--- src/hw/rtl/sha256_stream_hasher_unit_defines.svh ---
// ----------------------------------------------------------------------------
// sha256_stream_hasher_unit_defines
// Assertion macros used by the hasher back end (ssh_back).
// ----------------------------------------------------------------------------
`ifndef SHA256_STREAM_HASHER_UNIT_DEFINES_SVH
`define SHA256_STREAM_HASHER_UNIT_DEFINES_SVH

// same-cycle implication
`define SSH_ASSERT_NOW(lbl, ante, cons, msg) \
  lbl: assert property (@(posedge clk) disable iff (!rst_n) (ante) |-> (cons)) else $error(msg);

// next-cycle implication
`define SSH_ASSERT_NEXT(lbl, ante, cons, msg) \
  lbl: assert property (@(posedge clk) disable iff (!rst_n) (ante) |=> (cons)) else $error(msg);

`endif

--- src/hw/rtl/ssh_pkg.sv ---
// ----------------------------------------------------------------------------
// ssh_pkg
// Types, constants and round functions for the SHA-256 stream hasher.
// ----------------------------------------------------------------------------
package ssh_pkg;

  localparam int unsigned QUEUE_DEPTH = 4;
  localparam int unsigned QUEUE_AW    = 2;
  localparam logic [7:0]  PAD_MARK    = 8'h80;
  localparam logic [3:0]  LEN_WORD    = 4'd14;  // word slot of the length field
  localparam logic [3:0]  LAST_WORD   = 4'd15;
  localparam logic [5:0]  LAST_BYTE   = 6'd63;
  localparam logic [5:0]  LAST_ROUND  = 6'd63;
  localparam logic [2:0]  LAST_DIGEST = 3'd7;

  // one message word handed from front to back
  typedef struct packed {
    logic [31:0] word;
    logic        blk_end;   // word 15 of a block
    logic        last_blk;  // last block of the message
  } q_entry_t;

  typedef enum logic [2:0] {
    F_IDLE, F_MARK, F_ZERO, F_LEN_HI, F_LEN_LO
  } front_state_t;

  typedef enum logic [1:0] {
    B_LOAD, B_ROUND, B_ADD, B_EMIT
  } back_state_t;

  function automatic logic [31:0] rotr(input logic [31:0] v, input int unsigned s);
    rotr = (v >> s) | (v << (32 - s));
  endfunction

  function automatic logic [31:0] big_sig0(input logic [31:0] a);
    big_sig0 = rotr(a, 2) ^ rotr(a, 13) ^ rotr(a, 22);
  endfunction

  function automatic logic [31:0] big_sig1(input logic [31:0] e);
    big_sig1 = rotr(e, 6) ^ rotr(e, 11) ^ rotr(e, 25);
  endfunction

  function automatic logic [31:0] sm_sig0(input logic [31:0] x);
    sm_sig0 = rotr(x, 7) ^ rotr(x, 18) ^ (x >> 3);
  endfunction

  function automatic logic [31:0] sm_sig1(input logic [31:0] x);
    sm_sig1 = rotr(x, 17) ^ rotr(x, 19) ^ (x >> 10);
  endfunction

  function automatic logic [31:0] init_word(input logic [2:0] i);
    case (i)
      3'd0:    init_word = 32'h6a09e667;
      3'd1:    init_word = 32'hbb67ae85;
      3'd2:    init_word = 32'h3c6ef372;
      3'd3:    init_word = 32'ha54ff53a;
      3'd4:    init_word = 32'h510e527f;
      3'd5:    init_word = 32'h9b05688c;
      3'd6:    init_word = 32'h1f83d9ab;
      default: init_word = 32'h5be0cd19;
    endcase
  endfunction

  function automatic logic [31:0] round_k(input logic [5:0] i);
    case (i)
      6'd0:  round_k = 32'h428a2f98;  6'd1:  round_k = 32'h71374491;
      6'd2:  round_k = 32'hb5c0fbcf;  6'd3:  round_k = 32'he9b5dba5;
      6'd4:  round_k = 32'h3956c25b;  6'd5:  round_k = 32'h59f111f1;
      6'd6:  round_k = 32'h923f82a4;  6'd7:  round_k = 32'hab1c5ed5;
      6'd8:  round_k = 32'hd807aa98;  6'd9:  round_k = 32'h12835b01;
      6'd10: round_k = 32'h243185be;  6'd11: round_k = 32'h550c7dc3;
      6'd12: round_k = 32'h72be5d74;  6'd13: round_k = 32'h80deb1fe;
      6'd14: round_k = 32'h9bdc06a7;  6'd15: round_k = 32'hc19bf174;
      6'd16: round_k = 32'he49b69c1;  6'd17: round_k = 32'hefbe4786;
      6'd18: round_k = 32'h0fc19dc6;  6'd19: round_k = 32'h240ca1cc;
      6'd20: round_k = 32'h2de92c6f;  6'd21: round_k = 32'h4a7484aa;
      6'd22: round_k = 32'h5cb0a9dc;  6'd23: round_k = 32'h76f988da;
      6'd24: round_k = 32'h983e5152;  6'd25: round_k = 32'ha831c66d;
      6'd26: round_k = 32'hb00327c8;  6'd27: round_k = 32'hbf597fc7;
      6'd28: round_k = 32'hc6e00bf3;  6'd29: round_k = 32'hd5a79147;
      6'd30: round_k = 32'h06ca6351;  6'd31: round_k = 32'h14292967;
      6'd32: round_k = 32'h27b70a85;  6'd33: round_k = 32'h2e1b2138;
      6'd34: round_k = 32'h4d2c6dfc;  6'd35: round_k = 32'h53380d13;
      6'd36: round_k = 32'h650a7354;  6'd37: round_k = 32'h766a0abb;
      6'd38: round_k = 32'h81c2c92e;  6'd39: round_k = 32'h92722c85;
      6'd40: round_k = 32'ha2bfe8a1;  6'd41: round_k = 32'ha81a664b;
      6'd42: round_k = 32'hc24b8b70;  6'd43: round_k = 32'hc76c51a3;
      6'd44: round_k = 32'hd192e819;  6'd45: round_k = 32'hd6990624;
      6'd46: round_k = 32'hf40e3585;  6'd47: round_k = 32'h106aa070;
      6'd48: round_k = 32'h19a4c116;  6'd49: round_k = 32'h1e376c08;
      6'd50: round_k = 32'h2748774c;  6'd51: round_k = 32'h34b0bcb5;
      6'd52: round_k = 32'h391c0cb3;  6'd53: round_k = 32'h4ed8aa4a;
      6'd54: round_k = 32'h5b9cca4f;  6'd55: round_k = 32'h682e6ff3;
      6'd56: round_k = 32'h748f82ee;  6'd57: round_k = 32'h78a5636f;
      6'd58: round_k = 32'h84c87814;  6'd59: round_k = 32'h8cc70208;
      6'd60: round_k = 32'h90befffa;  6'd61: round_k = 32'ha4506ceb;
      6'd62: round_k = 32'hbef9a3f7;  default: round_k = 32'hc67178f2;
    endcase
  endfunction

endpackage

--- src/hw/rtl/ssh_front.sv ---
// ----------------------------------------------------------------------------
// ssh_front
// Packs bytes into message words, counts length, generates padding.
// ----------------------------------------------------------------------------
module ssh_front (
  input  logic              clk,
  input  logic              rst_n,
  input  logic              in_valid,
  output logic              in_stall,
  input  logic [7:0]        in_data_byte,
  input  logic              in_has_byte,
  input  logic              in_end_of_message,
  input  logic              q_full,
  output logic              q_push,
  output ssh_pkg::q_entry_t q_data
);

  ssh_pkg::front_state_t state_r, state_nxt;
  logic [23:0] acc_r, acc_nxt;    // partial word, newest byte lowest
  logic [5:0]  fill_r, fill_nxt;
  logic [63:0] msg_r, msg_nxt;    // byte count
  logic [63:0] bit_len;
  logic [3:0]  wpos;
  logic [31:0] mark_word;
  logic        take;

  assign wpos     = fill_r[5:2];
  assign bit_len  = {msg_r[60:0], 3'b000};
  assign in_stall = (state_r != ssh_pkg::F_IDLE) || q_full;
  assign take     = in_valid && !in_stall;

  always_comb begin
    case (fill_r[1:0])
      2'd0:    mark_word = {ssh_pkg::PAD_MARK, 24'h0};
      2'd1:    mark_word = {acc_r[7:0], ssh_pkg::PAD_MARK, 16'h0};
      2'd2:    mark_word = {acc_r[15:0], ssh_pkg::PAD_MARK, 8'h0};
      default: mark_word = {acc_r[23:0], ssh_pkg::PAD_MARK};
    endcase
  end

  // next state
  always_comb begin
    state_nxt = state_r;
    case (state_r)
      ssh_pkg::F_IDLE:   if (take && in_end_of_message) state_nxt = ssh_pkg::F_MARK;
      ssh_pkg::F_MARK:   if (!q_full) state_nxt = ssh_pkg::F_ZERO;
      ssh_pkg::F_ZERO: begin
        if (wpos == ssh_pkg::LEN_WORD) state_nxt = ssh_pkg::F_LEN_HI;
      end
      ssh_pkg::F_LEN_HI: if (!q_full) state_nxt = ssh_pkg::F_LEN_LO;
      ssh_pkg::F_LEN_LO: if (!q_full) state_nxt = ssh_pkg::F_IDLE;
      default:           state_nxt = ssh_pkg::F_IDLE;
    endcase
  end

  // outputs and datapath
  always_comb begin
    acc_nxt = acc_r;
    fill_nxt = fill_r;
    msg_nxt = msg_r;
    q_push = 1'b0;
    q_data = '{word: 32'h0, blk_end: 1'b0, last_blk: 1'b0};
    case (state_r)
      ssh_pkg::F_IDLE: begin
        if (take && in_has_byte) begin
          acc_nxt  = {acc_r[15:0], in_data_byte};
          fill_nxt = fill_r + 6'd1;
          msg_nxt  = msg_r + 64'd1;
          if (fill_r[1:0] == 2'd3) begin
            q_push = 1'b1;
            q_data = '{word: {acc_r, in_data_byte},
                       blk_end: (fill_r == ssh_pkg::LAST_BYTE), last_blk: 1'b0};
          end
        end
      end
      ssh_pkg::F_MARK: begin
        if (!q_full) begin
          q_push   = 1'b1;
          q_data   = '{word: mark_word, blk_end: (wpos == ssh_pkg::LAST_WORD),
                       last_blk: 1'b0};
          fill_nxt = {wpos + 4'd1, 2'b00};
        end
      end
      ssh_pkg::F_ZERO: begin
        if (wpos != ssh_pkg::LEN_WORD && !q_full) begin
          q_push   = 1'b1;
          q_data   = '{word: 32'h0, blk_end: (wpos == ssh_pkg::LAST_WORD),
                       last_blk: 1'b0};
          fill_nxt = {wpos + 4'd1, 2'b00};
        end
      end
      ssh_pkg::F_LEN_HI: begin
        if (!q_full) begin
          q_push = 1'b1;
          q_data = '{word: bit_len[63:32], blk_end: 1'b0, last_blk: 1'b0};
        end
      end
      ssh_pkg::F_LEN_LO: begin
        if (!q_full) begin
          q_push   = 1'b1;
          q_data   = '{word: bit_len[31:0], blk_end: 1'b1, last_blk: 1'b1};
          fill_nxt = 6'd0;
          msg_nxt  = 64'd0;
        end
      end
      default: ;
    endcase
  end

  always_ff @(posedge clk) begin
    if (!rst_n) begin
      state_r <= ssh_pkg::F_IDLE;
      fill_r  <= 6'd0;
      msg_r   <= 64'd0;
    end else begin
      state_r <= state_nxt;
      fill_r  <= fill_nxt;
      msg_r   <= msg_nxt;
    end
    acc_r <= acc_nxt;
  end

endmodule

--- src/hw/rtl/ssh_queue.sv ---
// ----------------------------------------------------------------------------
// ssh_queue
// Short word queue between front and back.
// ----------------------------------------------------------------------------
module ssh_queue (
  input  logic              clk,
  input  logic              rst_n,
  input  logic              push,
  input  ssh_pkg::q_entry_t push_data,
  input  logic              pop,
  output ssh_pkg::q_entry_t pop_data,
  output logic              full,
  output logic              empty
);

  ssh_pkg::q_entry_t mem_r [ssh_pkg::QUEUE_DEPTH];
  logic [ssh_pkg::QUEUE_AW-1:0] wr_r, rd_r;
  logic [ssh_pkg::QUEUE_AW:0]   cnt_r;

  assign full     = (cnt_r == ssh_pkg::QUEUE_AW'(0) + (ssh_pkg::QUEUE_AW+1)'(ssh_pkg::QUEUE_DEPTH));
  assign empty    = (cnt_r == '0);
  assign pop_data = mem_r[rd_r];

  always_ff @(posedge clk) begin
    if (!rst_n) begin
      wr_r  <= '0;
      rd_r  <= '0;
      cnt_r <= '0;
    end else begin
      if (push) wr_r <= wr_r + 1'b1;
      if (pop)  rd_r <= rd_r + 1'b1;
      cnt_r <= cnt_r + (ssh_pkg::QUEUE_AW+1)'(push) - (ssh_pkg::QUEUE_AW+1)'(pop);
    end
    if (push) mem_r[wr_r] <= push_data;
  end

endmodule

--- src/hw/rtl/ssh_back.sv ---
// ----------------------------------------------------------------------------
// ssh_back
// Loads 16-word blocks, runs one compression round per cycle, emits digest.
// ----------------------------------------------------------------------------
`include "sha256_stream_hasher_unit_defines.svh"

module ssh_back (
  input  logic              clk,
  input  logic              rst_n,
  input  logic              q_empty,
  input  ssh_pkg::q_entry_t q_data,
  output logic              q_pop,
  output logic              out_valid,
  input  logic              out_stall,
  output logic [31:0]       out_digest_word,
  output logic [2:0]        out_word_index,
  output logic              out_last_word
);

  ssh_pkg::back_state_t state_r, state_nxt;
  logic [31:0] w_r     [16];   // schedule window, w_r[0] is current word
  logic [31:0] w_nxt   [16];
  logic [31:0] v_r     [8];    // working variables a..h
  logic [31:0] v_nxt   [8];
  logic [31:0] chain_r [8];
  logic [31:0] chain_nxt [8];
  logic [5:0]  rnd_r, rnd_nxt;
  logic [2:0]  idx_r, idx_nxt;
  logic        final_r, final_nxt;
  logic        ov_r, ov_nxt;
  logic [31:0] ow_r, ow_nxt;
  logic [2:0]  oi_r, oi_nxt;
  logic        ol_r, ol_nxt;
  logic [31:0] t1, t2, w_new, ch, maj;
  logic        out_free;

  assign out_free = !ov_r || !out_stall;
  assign q_pop    = (state_r == ssh_pkg::B_LOAD) && !q_empty;

  assign ch    = (v_r[4] & v_r[5]) ^ (~v_r[4] & v_r[6]);
  assign maj   = (v_r[0] & v_r[1]) ^ (v_r[0] & v_r[2]) ^ (v_r[1] & v_r[2]);
  assign t1    = v_r[7] + ssh_pkg::big_sig1(v_r[4]) + ch + ssh_pkg::round_k(rnd_r) + w_r[0];
  assign t2    = ssh_pkg::big_sig0(v_r[0]) + maj;
  assign w_new = ssh_pkg::sm_sig1(w_r[14]) + w_r[9] + ssh_pkg::sm_sig0(w_r[1]) + w_r[0];

  // next state
  always_comb begin
    state_nxt = state_r;
    case (state_r)
      ssh_pkg::B_LOAD:  if (q_pop && q_data.blk_end) state_nxt = ssh_pkg::B_ROUND;
      ssh_pkg::B_ROUND: if (rnd_r == ssh_pkg::LAST_ROUND) state_nxt = ssh_pkg::B_ADD;
      ssh_pkg::B_ADD:   state_nxt = final_r ? ssh_pkg::B_EMIT : ssh_pkg::B_LOAD;
      ssh_pkg::B_EMIT: begin
        if (out_free && idx_r == ssh_pkg::LAST_DIGEST) state_nxt = ssh_pkg::B_LOAD;
      end
      default:          state_nxt = ssh_pkg::B_LOAD;
    endcase
  end

  // datapath and outputs
  always_comb begin
    w_nxt     = w_r;
    v_nxt     = v_r;
    chain_nxt = chain_r;
    rnd_nxt   = rnd_r;
    idx_nxt   = idx_r;
    final_nxt = final_r;
    ov_nxt    = ov_r && out_stall;
    ow_nxt    = ow_r;
    oi_nxt    = oi_r;
    ol_nxt    = ol_r;
    case (state_r)
      ssh_pkg::B_LOAD: begin
        if (q_pop) begin
          for (int i = 0; i < 15; i++) w_nxt[i] = w_r[i+1];
          w_nxt[15] = q_data.word;
          if (q_data.blk_end) begin
            v_nxt     = chain_r;
            rnd_nxt   = 6'd0;
            final_nxt = q_data.last_blk;
          end
        end
      end
      ssh_pkg::B_ROUND: begin
        for (int i = 0; i < 15; i++) w_nxt[i] = w_r[i+1];
        w_nxt[15] = w_new;
        v_nxt[7] = v_r[6];
        v_nxt[6] = v_r[5];
        v_nxt[5] = v_r[4];
        v_nxt[4] = v_r[3] + t1;
        v_nxt[3] = v_r[2];
        v_nxt[2] = v_r[1];
        v_nxt[1] = v_r[0];
        v_nxt[0] = t1 + t2;
        rnd_nxt  = rnd_r + 6'd1;
      end
      ssh_pkg::B_ADD: begin
        for (int i = 0; i < 8; i++) chain_nxt[i] = chain_r[i] + v_r[i];
        idx_nxt = 3'd0;
      end
      ssh_pkg::B_EMIT: begin
        if (out_free) begin
          ov_nxt  = 1'b1;
          ow_nxt  = chain_r[idx_r];
          oi_nxt  = idx_r;
          ol_nxt  = (idx_r == ssh_pkg::LAST_DIGEST);
          idx_nxt = idx_r + 3'd1;
          if (idx_r == ssh_pkg::LAST_DIGEST) begin
            for (int i = 0; i < 8; i++) chain_nxt[i] = ssh_pkg::init_word(3'(i));
          end
        end
      end
      default: ;
    endcase
  end

  always_ff @(posedge clk) begin
    if (!rst_n) begin
      state_r <= ssh_pkg::B_LOAD;
      ov_r    <= 1'b0;
      final_r <= 1'b0;
      rnd_r   <= 6'd0;
      idx_r   <= 3'd0;
      for (int i = 0; i < 8; i++) chain_r[i] <= ssh_pkg::init_word(3'(i));
    end else begin
      state_r <= state_nxt;
      ov_r    <= ov_nxt;
      final_r <= final_nxt;
      rnd_r   <= rnd_nxt;
      idx_r   <= idx_nxt;
      chain_r <= chain_nxt;
    end
    w_r  <= w_nxt;
    v_r  <= v_nxt;
    ow_r <= ow_nxt;
    oi_r <= oi_nxt;
    ol_r <= ol_nxt;
  end

  assign out_valid       = ov_r;
  assign out_digest_word = ow_r;
  assign out_word_index  = oi_r;
  assign out_last_word   = ol_r;

  `SSH_ASSERT_NOW(a_no_underflow, q_pop, !q_empty, "pop from empty queue")
  `SSH_ASSERT_NEXT(a_round_end, (state_r == ssh_pkg::B_ROUND && rnd_r == ssh_pkg::LAST_ROUND), (state_r == ssh_pkg::B_ADD), "round 63 not followed by add")
  `SSH_ASSERT_NOW(a_last_idx, (ov_r && ol_r), (oi_r == ssh_pkg::LAST_DIGEST), "last flag off index 7")

endmodule

--- src/hw/rtl/sha256_stream_hasher_unit.sv ---
// ----------------------------------------------------------------------------
// sha256_stream_hasher_unit
// SHA-256 over a byte stream, digest out as eight 32-bit words.
// ----------------------------------------------------------------------------
// Input channel: one word per accepted item (in_valid high, in_stall low):
//   a message byte when in_has_byte is set, and in_end_of_message closing
//   the message (after its byte, if any). Empty messages are fine.
// Output channel: eight words per message, index 0 (most significant) to 7,
//   out_last_word set on index 7. Held stable while out_stall is high.
// Front packs bytes into 32-bit words and builds padding and length words;
//   a 4-entry queue separates it from the back end, which loads 16 words
//   then runs 64 rounds, one round per cycle, and then folds the working
//   variables into the chaining words.
// Throughput: bytes go in at one per cycle until the queue fills. The queue
//   takes 16 bytes while the back end runs the rounds and the fold; the other
//   48 bytes of the block then come in at one per cycle, so input stalls for
//   each 64-byte block while the back end compresses it.
// After end of message the back end compresses the padded last block, or two
//   blocks when padding spills into a second one; digest words then come out
//   one per cycle unless stalled.
// Reset (synchronous, rst_n low) returns the initial hash value, clears the
//   byte count and empties the queue and output register.
// ----------------------------------------------------------------------------
module sha256_stream_hasher_unit (
  input  logic        clk,
  input  logic        rst_n,
  input  logic        in_valid,
  output logic        in_stall,
  input  logic [7:0]  in_data_byte,
  input  logic        in_has_byte,
  input  logic        in_end_of_message,
  output logic        out_valid,
  input  logic        out_stall,
  output logic [31:0] out_digest_word,
  output logic [2:0]  out_word_index,
  output logic        out_last_word
);

  ssh_pkg::q_entry_t push_data, pop_data;
  logic push, pop, full, empty;

  // byte packer and padding generator
  ssh_front u_front (
    .clk               (clk),
    .rst_n             (rst_n),
    .in_valid          (in_valid),
    .in_stall          (in_stall),
    .in_data_byte      (in_data_byte),
    .in_has_byte       (in_has_byte),
    .in_end_of_message (in_end_of_message),
    .q_full            (full),
    .q_push            (push),
    .q_data            (push_data)
  );

  // decoupling queue
  ssh_queue u_queue (
    .clk       (clk),
    .rst_n     (rst_n),
    .push      (push),
    .push_data (push_data),
    .pop       (pop),
    .pop_data  (pop_data),
    .full      (full),
    .empty     (empty)
  );

  // compression engine and digest output register
  ssh_back u_back (
    .clk             (clk),
    .rst_n           (rst_n),
    .q_empty         (empty),
    .q_data          (pop_data),
    .q_pop           (pop),
    .out_valid       (out_valid),
    .out_stall       (out_stall),
    .out_digest_word (out_digest_word),
    .out_word_index  (out_word_index),
    .out_last_word   (out_last_word)
  );

endmodule
--- config.mk ---
export PLATFORM = sky130hd
export DESIGN_NAME = sha256_stream_hasher_unit
export DESIGN_NICKNAME = d
export VERILOG_FILES = /design/src/hw/rtl/ssh_pkg.sv /design/src/hw/rtl/ssh_front.sv /design/src/hw/rtl/ssh_queue.sv /design/src/hw/rtl/ssh_back.sv /design/src/hw/rtl/sha256_stream_hasher_unit.sv
export VERILOG_INCLUDE_DIRS = /design/src /design/src/hw/rtl
export SDC_FILE = /design/constraint.sdc
export NUM_CORES = 2
export LEC_CHECK = 0
export BUFFER_PORTS_ARGS = -buffer_cell sky130_fd_sc_hd__buf_2
export CAP_MARGIN = 40
export CELL_PAD_IN_SITES_DETAIL_PLACEMENT = 0
export CELL_PAD_IN_SITES_GLOBAL_PLACEMENT = 1
export CORE_ASPECT_RATIO = 0.5
export CORE_MARGIN = 2
export CORE_UTILIZATION = 44
export CTS_BUF_LIST = sky130_fd_sc_hd__clkbuf_4 sky130_fd_sc_hd__clkbuf_8
export CTS_CLUSTER_DIAMETER = 100
export DETAILED_ROUTE_END_ITERATION = 6
export PLACE_DENSITY_LB_ADDON = 0.1
export SKIP_CTS_REPAIR_TIMING = 1
export SLEW_MARGIN = 20
export SYNTH_ARGS = -nofsm -noshare
export SYNTH_HDL_FRONTEND = slang
export SYNTH_SLANG_ARGS = --single-unit
--- constraint.sdc ---
create_clock -name clk -period 37.9 [get_ports clk]
set_clock_uncertainty 0.2 [all_clocks]
set_input_delay 7.58 -clock clk [delete_from_list [all_inputs] [get_ports clk]]
set_output_delay 7.58 -clock clk [all_outputs]
set_load 0.01 [all_outputs]
==> out/results.ini <==
[sta]
relative_max_transition_margin_pct = 30.2
finalCritPeriodShare_pct = 28.0
setup_violations = 0
hold_fails_final_rpt = 0
timing.final.max_slew_violations = 0
worst_hold_slack_ns = 0.191
fmax_mhz = 94.4
worst-slew-pin-transition_ns = 1.05
finalCriticalPeriod_ns = 10.60
setup-tns-final_ns = 0
rsz0062_at_grt = no

[worst_hold_path]
hold_path_class = flop to flop
worstHoldStart = u_back.w_r[325]
whs_path_depth = 0
min_to = u_back.w_r[357]

[worst_setup_path]
worst_ep_required_time_ns = 38.46
worst-path-max-fanout = 23
worst_ep_arrival_time_ns = 11.16
cp_slowest_stage_delay_ns = 0.69
cpMaxStageDelayCell = sky130_fd_sc_hd__clkinv_1
worstRegToRegCells = 26
rr_startpoint = u_back.v_r[123]
cp_cell_sequence = buf_4 -> buf_4 -> nand2_1 -> buf_4 -> clkinv_1 -> ha_1 -> buf_4 -> nor2_1 -> nand2_1 -> nand2_1 -> a21oi_1 -> o311ai_0 -> o21ai_1
r2r-end = u_back.v_r[255]
end_kind = flop
cp_common_cell = sky130_fd_sc_hd__buf_4
worst-r2r-setup-slack_ns = 28.43
worst-setup-path-type = primary input to flop
start_kind = primary input

[floorplanning]
io_pins = 52
floorplan.rows = 108
initial_utilization_pct = 44.2
die-area_um2 = 177000
die_x_um = 593
core_area_um2 = 173000
chipHeight_um = 299

[routing]
detail_route.wirelength_um = 262000
initialDrtViolationCount = 6238
remaining_drc_errors = 12
dr_total_vias = 57025
routed_via_density = 5.92
firstDrtPassIters = 7
routedWlPerCell_um = 27.2
ant_nets = 0

[global_route]
global_route.usage.total_pct = 29.3
first_global_vias = 55032
antenna_found_initial = 18
leftover_overflow_at_the_end_of_global_routing = 0
grt_first_pass_wirelength_um = 380000
grt_max_degree = 195

[finish]
areaGrowthSynthToFinish_pct = 9.84
layout.nets = 7779
stdcell_area_um2 = 83800
layout.cells.most_common = sky130_fd_sc_hd__nand2_1
most-common-layout-cells = sky130_fd_sc_hd__nand2_1 (1075), sky130_fd_sc_hd__edfxtp_1 (964), sky130_fd_sc_hd__nor2_1 (464), sky130_fd_sc_hd__a21oi_1 (431), sky130_fd_sc_hd__xnor2_1 (422)
drive_above_1_share_pct = 9.89

[yosys]
asyncSetResetFlopFracSynth_pct = 0
synth_warn = 0
postSynthCellCount = 7134
mean_area_per_synthesized_cell_um2 = 10.7
synth_seq_cells = 1344
postSynth.topFlopCell = sky130_fd_sc_hd__edfxtp_1
synth_nets = 7748
synth-seq-area-share_pct = 47.9
syn_std_cell_area_um2 = 76300
ys_types = 100
synth_enable_flop_cells = 964

[place]
finalWeightedCongestion = 0.946
placement.io_buffers = 51
detailedPlacementHpwl_um = 191000
post_dp_cell_area_um2 = 79400

[run_status]
violations = design-rule violations
run_status = complete, but fails checks

[clock_tree]
cts-htree-levels = 4
cts_tree = done
tritoncts.num_buffers = 208
clockRootBuffer = sky130_fd_sc_hd__clkbuf_8
clock_sink_count = 1344
clk_pin_slew_ns = 0.08
worst_skew_pair.late_latency_ns = 0.97
clockBufferDepth = 4

[flow_run]
cap_viol_max_count = 0

cells in the mapped netlist (40+ instances only):
| library cell | n | area (um^2) |
|---|---|---|
| sky130_fd_sc_hd__nand2_1 | 1079 | 4050 |
| sky130_fd_sc_hd__o21ai_0 | 399 | 2000 |
| sky130_fd_sc_hd__fa_1 | 196 | 3920 |
| sky130_fd_sc_hd__nand3_1 | 117 | 586 |
| sky130_fd_sc_hd__nor2_1 | 471 | 1770 |
| sky130_fd_sc_hd__o21a_1 | 61 | 458 |
| sky130_fd_sc_hd__a21oi_1 | 433 | 2170 |
| sky130_fd_sc_hd__dfxtp_1 | 380 | 7610 |
| sky130_fd_sc_hd__mux2_2 | 55 | 619 |
| sky130_fd_sc_hd__xnor2_1 | 424 | 3710 |
| sky130_fd_sc_hd__o21bai_1 | 44 | 330 |
| sky130_fd_sc_hd__nor3_1 | 90 | 450 |
| sky130_fd_sc_hd__o22ai_1 | 103 | 644 |
| sky130_fd_sc_hd__ha_1 | 404 | 5050 |
| sky130_fd_sc_hd__nor2b_1 | 50 | 313 |
| sky130_fd_sc_hd__or3_1 | 48 | 300 |
| sky130_fd_sc_hd__edfxtp_1 | 964 | 28900 |
| sky130_fd_sc_hd__a22oi_1 | 76 | 571 |
| sky130_fd_sc_hd__clkbuf_1 | 290 | 1090 |
| sky130_fd_sc_hd__mux4_2 | 98 | 2210 |
| sky130_fd_sc_hd__nand2b_1 | 47 | 294 |
| sky130_fd_sc_hd__inv_1 | 293 | 1100 |
| sky130_fd_sc_hd__a21o_1 | 164 | 1230 |
| sky130_fd_sc_hd__xor2_1 | 195 | 1710 |
| sky130_fd_sc_hd__and3_1 | 40 | 250 |
| sky130_fd_sc_hd__a211oi_1 | 49 | 368 |
per-stage QoR:
stage                     utilization, %  instances  setup WS [ns]
after global placement              45.7       9236          26.33
final                               48.5       9640          27.30
after detailed placement            45.9       9257          26.42
after floorplan                        -       7134          10.91
after global routing                48.5       9639          27.15
after CTS                           48.4       9630          27.40
final cells by class:
type	count	area, um^2
Timing Repair Buffer	160	1470
Multi-Input combinational cell	5154	37500
Inverter	297	1120
Clock inverter	101	885
Tap cell	2310	2890
Sequential cell	1344	36600
Antenna cell	2	5.00
Clock buffer	272	3420
Fill cell	15764	89000
how the worst max path moves through the flow:
| stage | startpoint | slack (ns) | end |
|---|---|---|---|
| 2_1_floorplan | u_back.state_r[1] | 10.91 | u_back.w_r[0] |
| 3_3_place_gp | rst_n | 26.33 | flop |
| 3_5_place_dp | rst_n | 26.42 | flop |
| 4_1_cts | rst_n | 27.40 | flop |
| 5_1_grt | rst_n | 27.15 | flop |
| 6_report | rst_n | 27.30 | flop |
critical path: cells and delay by family:
kind	cells	cell delay (ns)
AOI/OAI and AO/OA	3	0.52
buffers and inverters	5	1.73
and+or+nand+nor	4	0.77
adders and majority gates	1	0.47
sequential cells by signal (all words and copies together) (netlist names), 3 cells and up, named ones only:
register and count:
u_back.w_r 512, u_back.chain_r 256, u_back.v_r 256, u_queue.mem_r 136, u_front.msg_r 61, u_back.out_digest_word 32, u_front.acc_r 24, u_back.rnd_r 6
u_front.fill_r 6, u_back.idx_r 3, u_back.out_word_index 3, u_front.state_r 3, u_queue.cnt_r 3
cell families after synthesis:
group / Yosys count / synth area share (%)
flops: 1344 / 47.9
fa+ha+maj: 621 / 12.0
simple gates: 2066 / 11.7
mux: 178 / 4.03
buf+inv: 636 / 3.21
xor+xnor: 624 / 7.24
compound gates: 1665 / 13.9
metal layers:
metal | vias up | routed length [um] | global-route usage, %
li1 | 25811 | - | -
met1 | 28641 | 123000 | 44.4
met2 | 2229 | 113000 | 43.6
met3 | 342 | 20800 | 4.98
met4 | 2 | 6030 | 6.93
met5 | - | 13 | 0
Power is left out: the tool's default activity adds up to more than one toggle a clock period on the data nets, which glitch-free logic cannot reach.
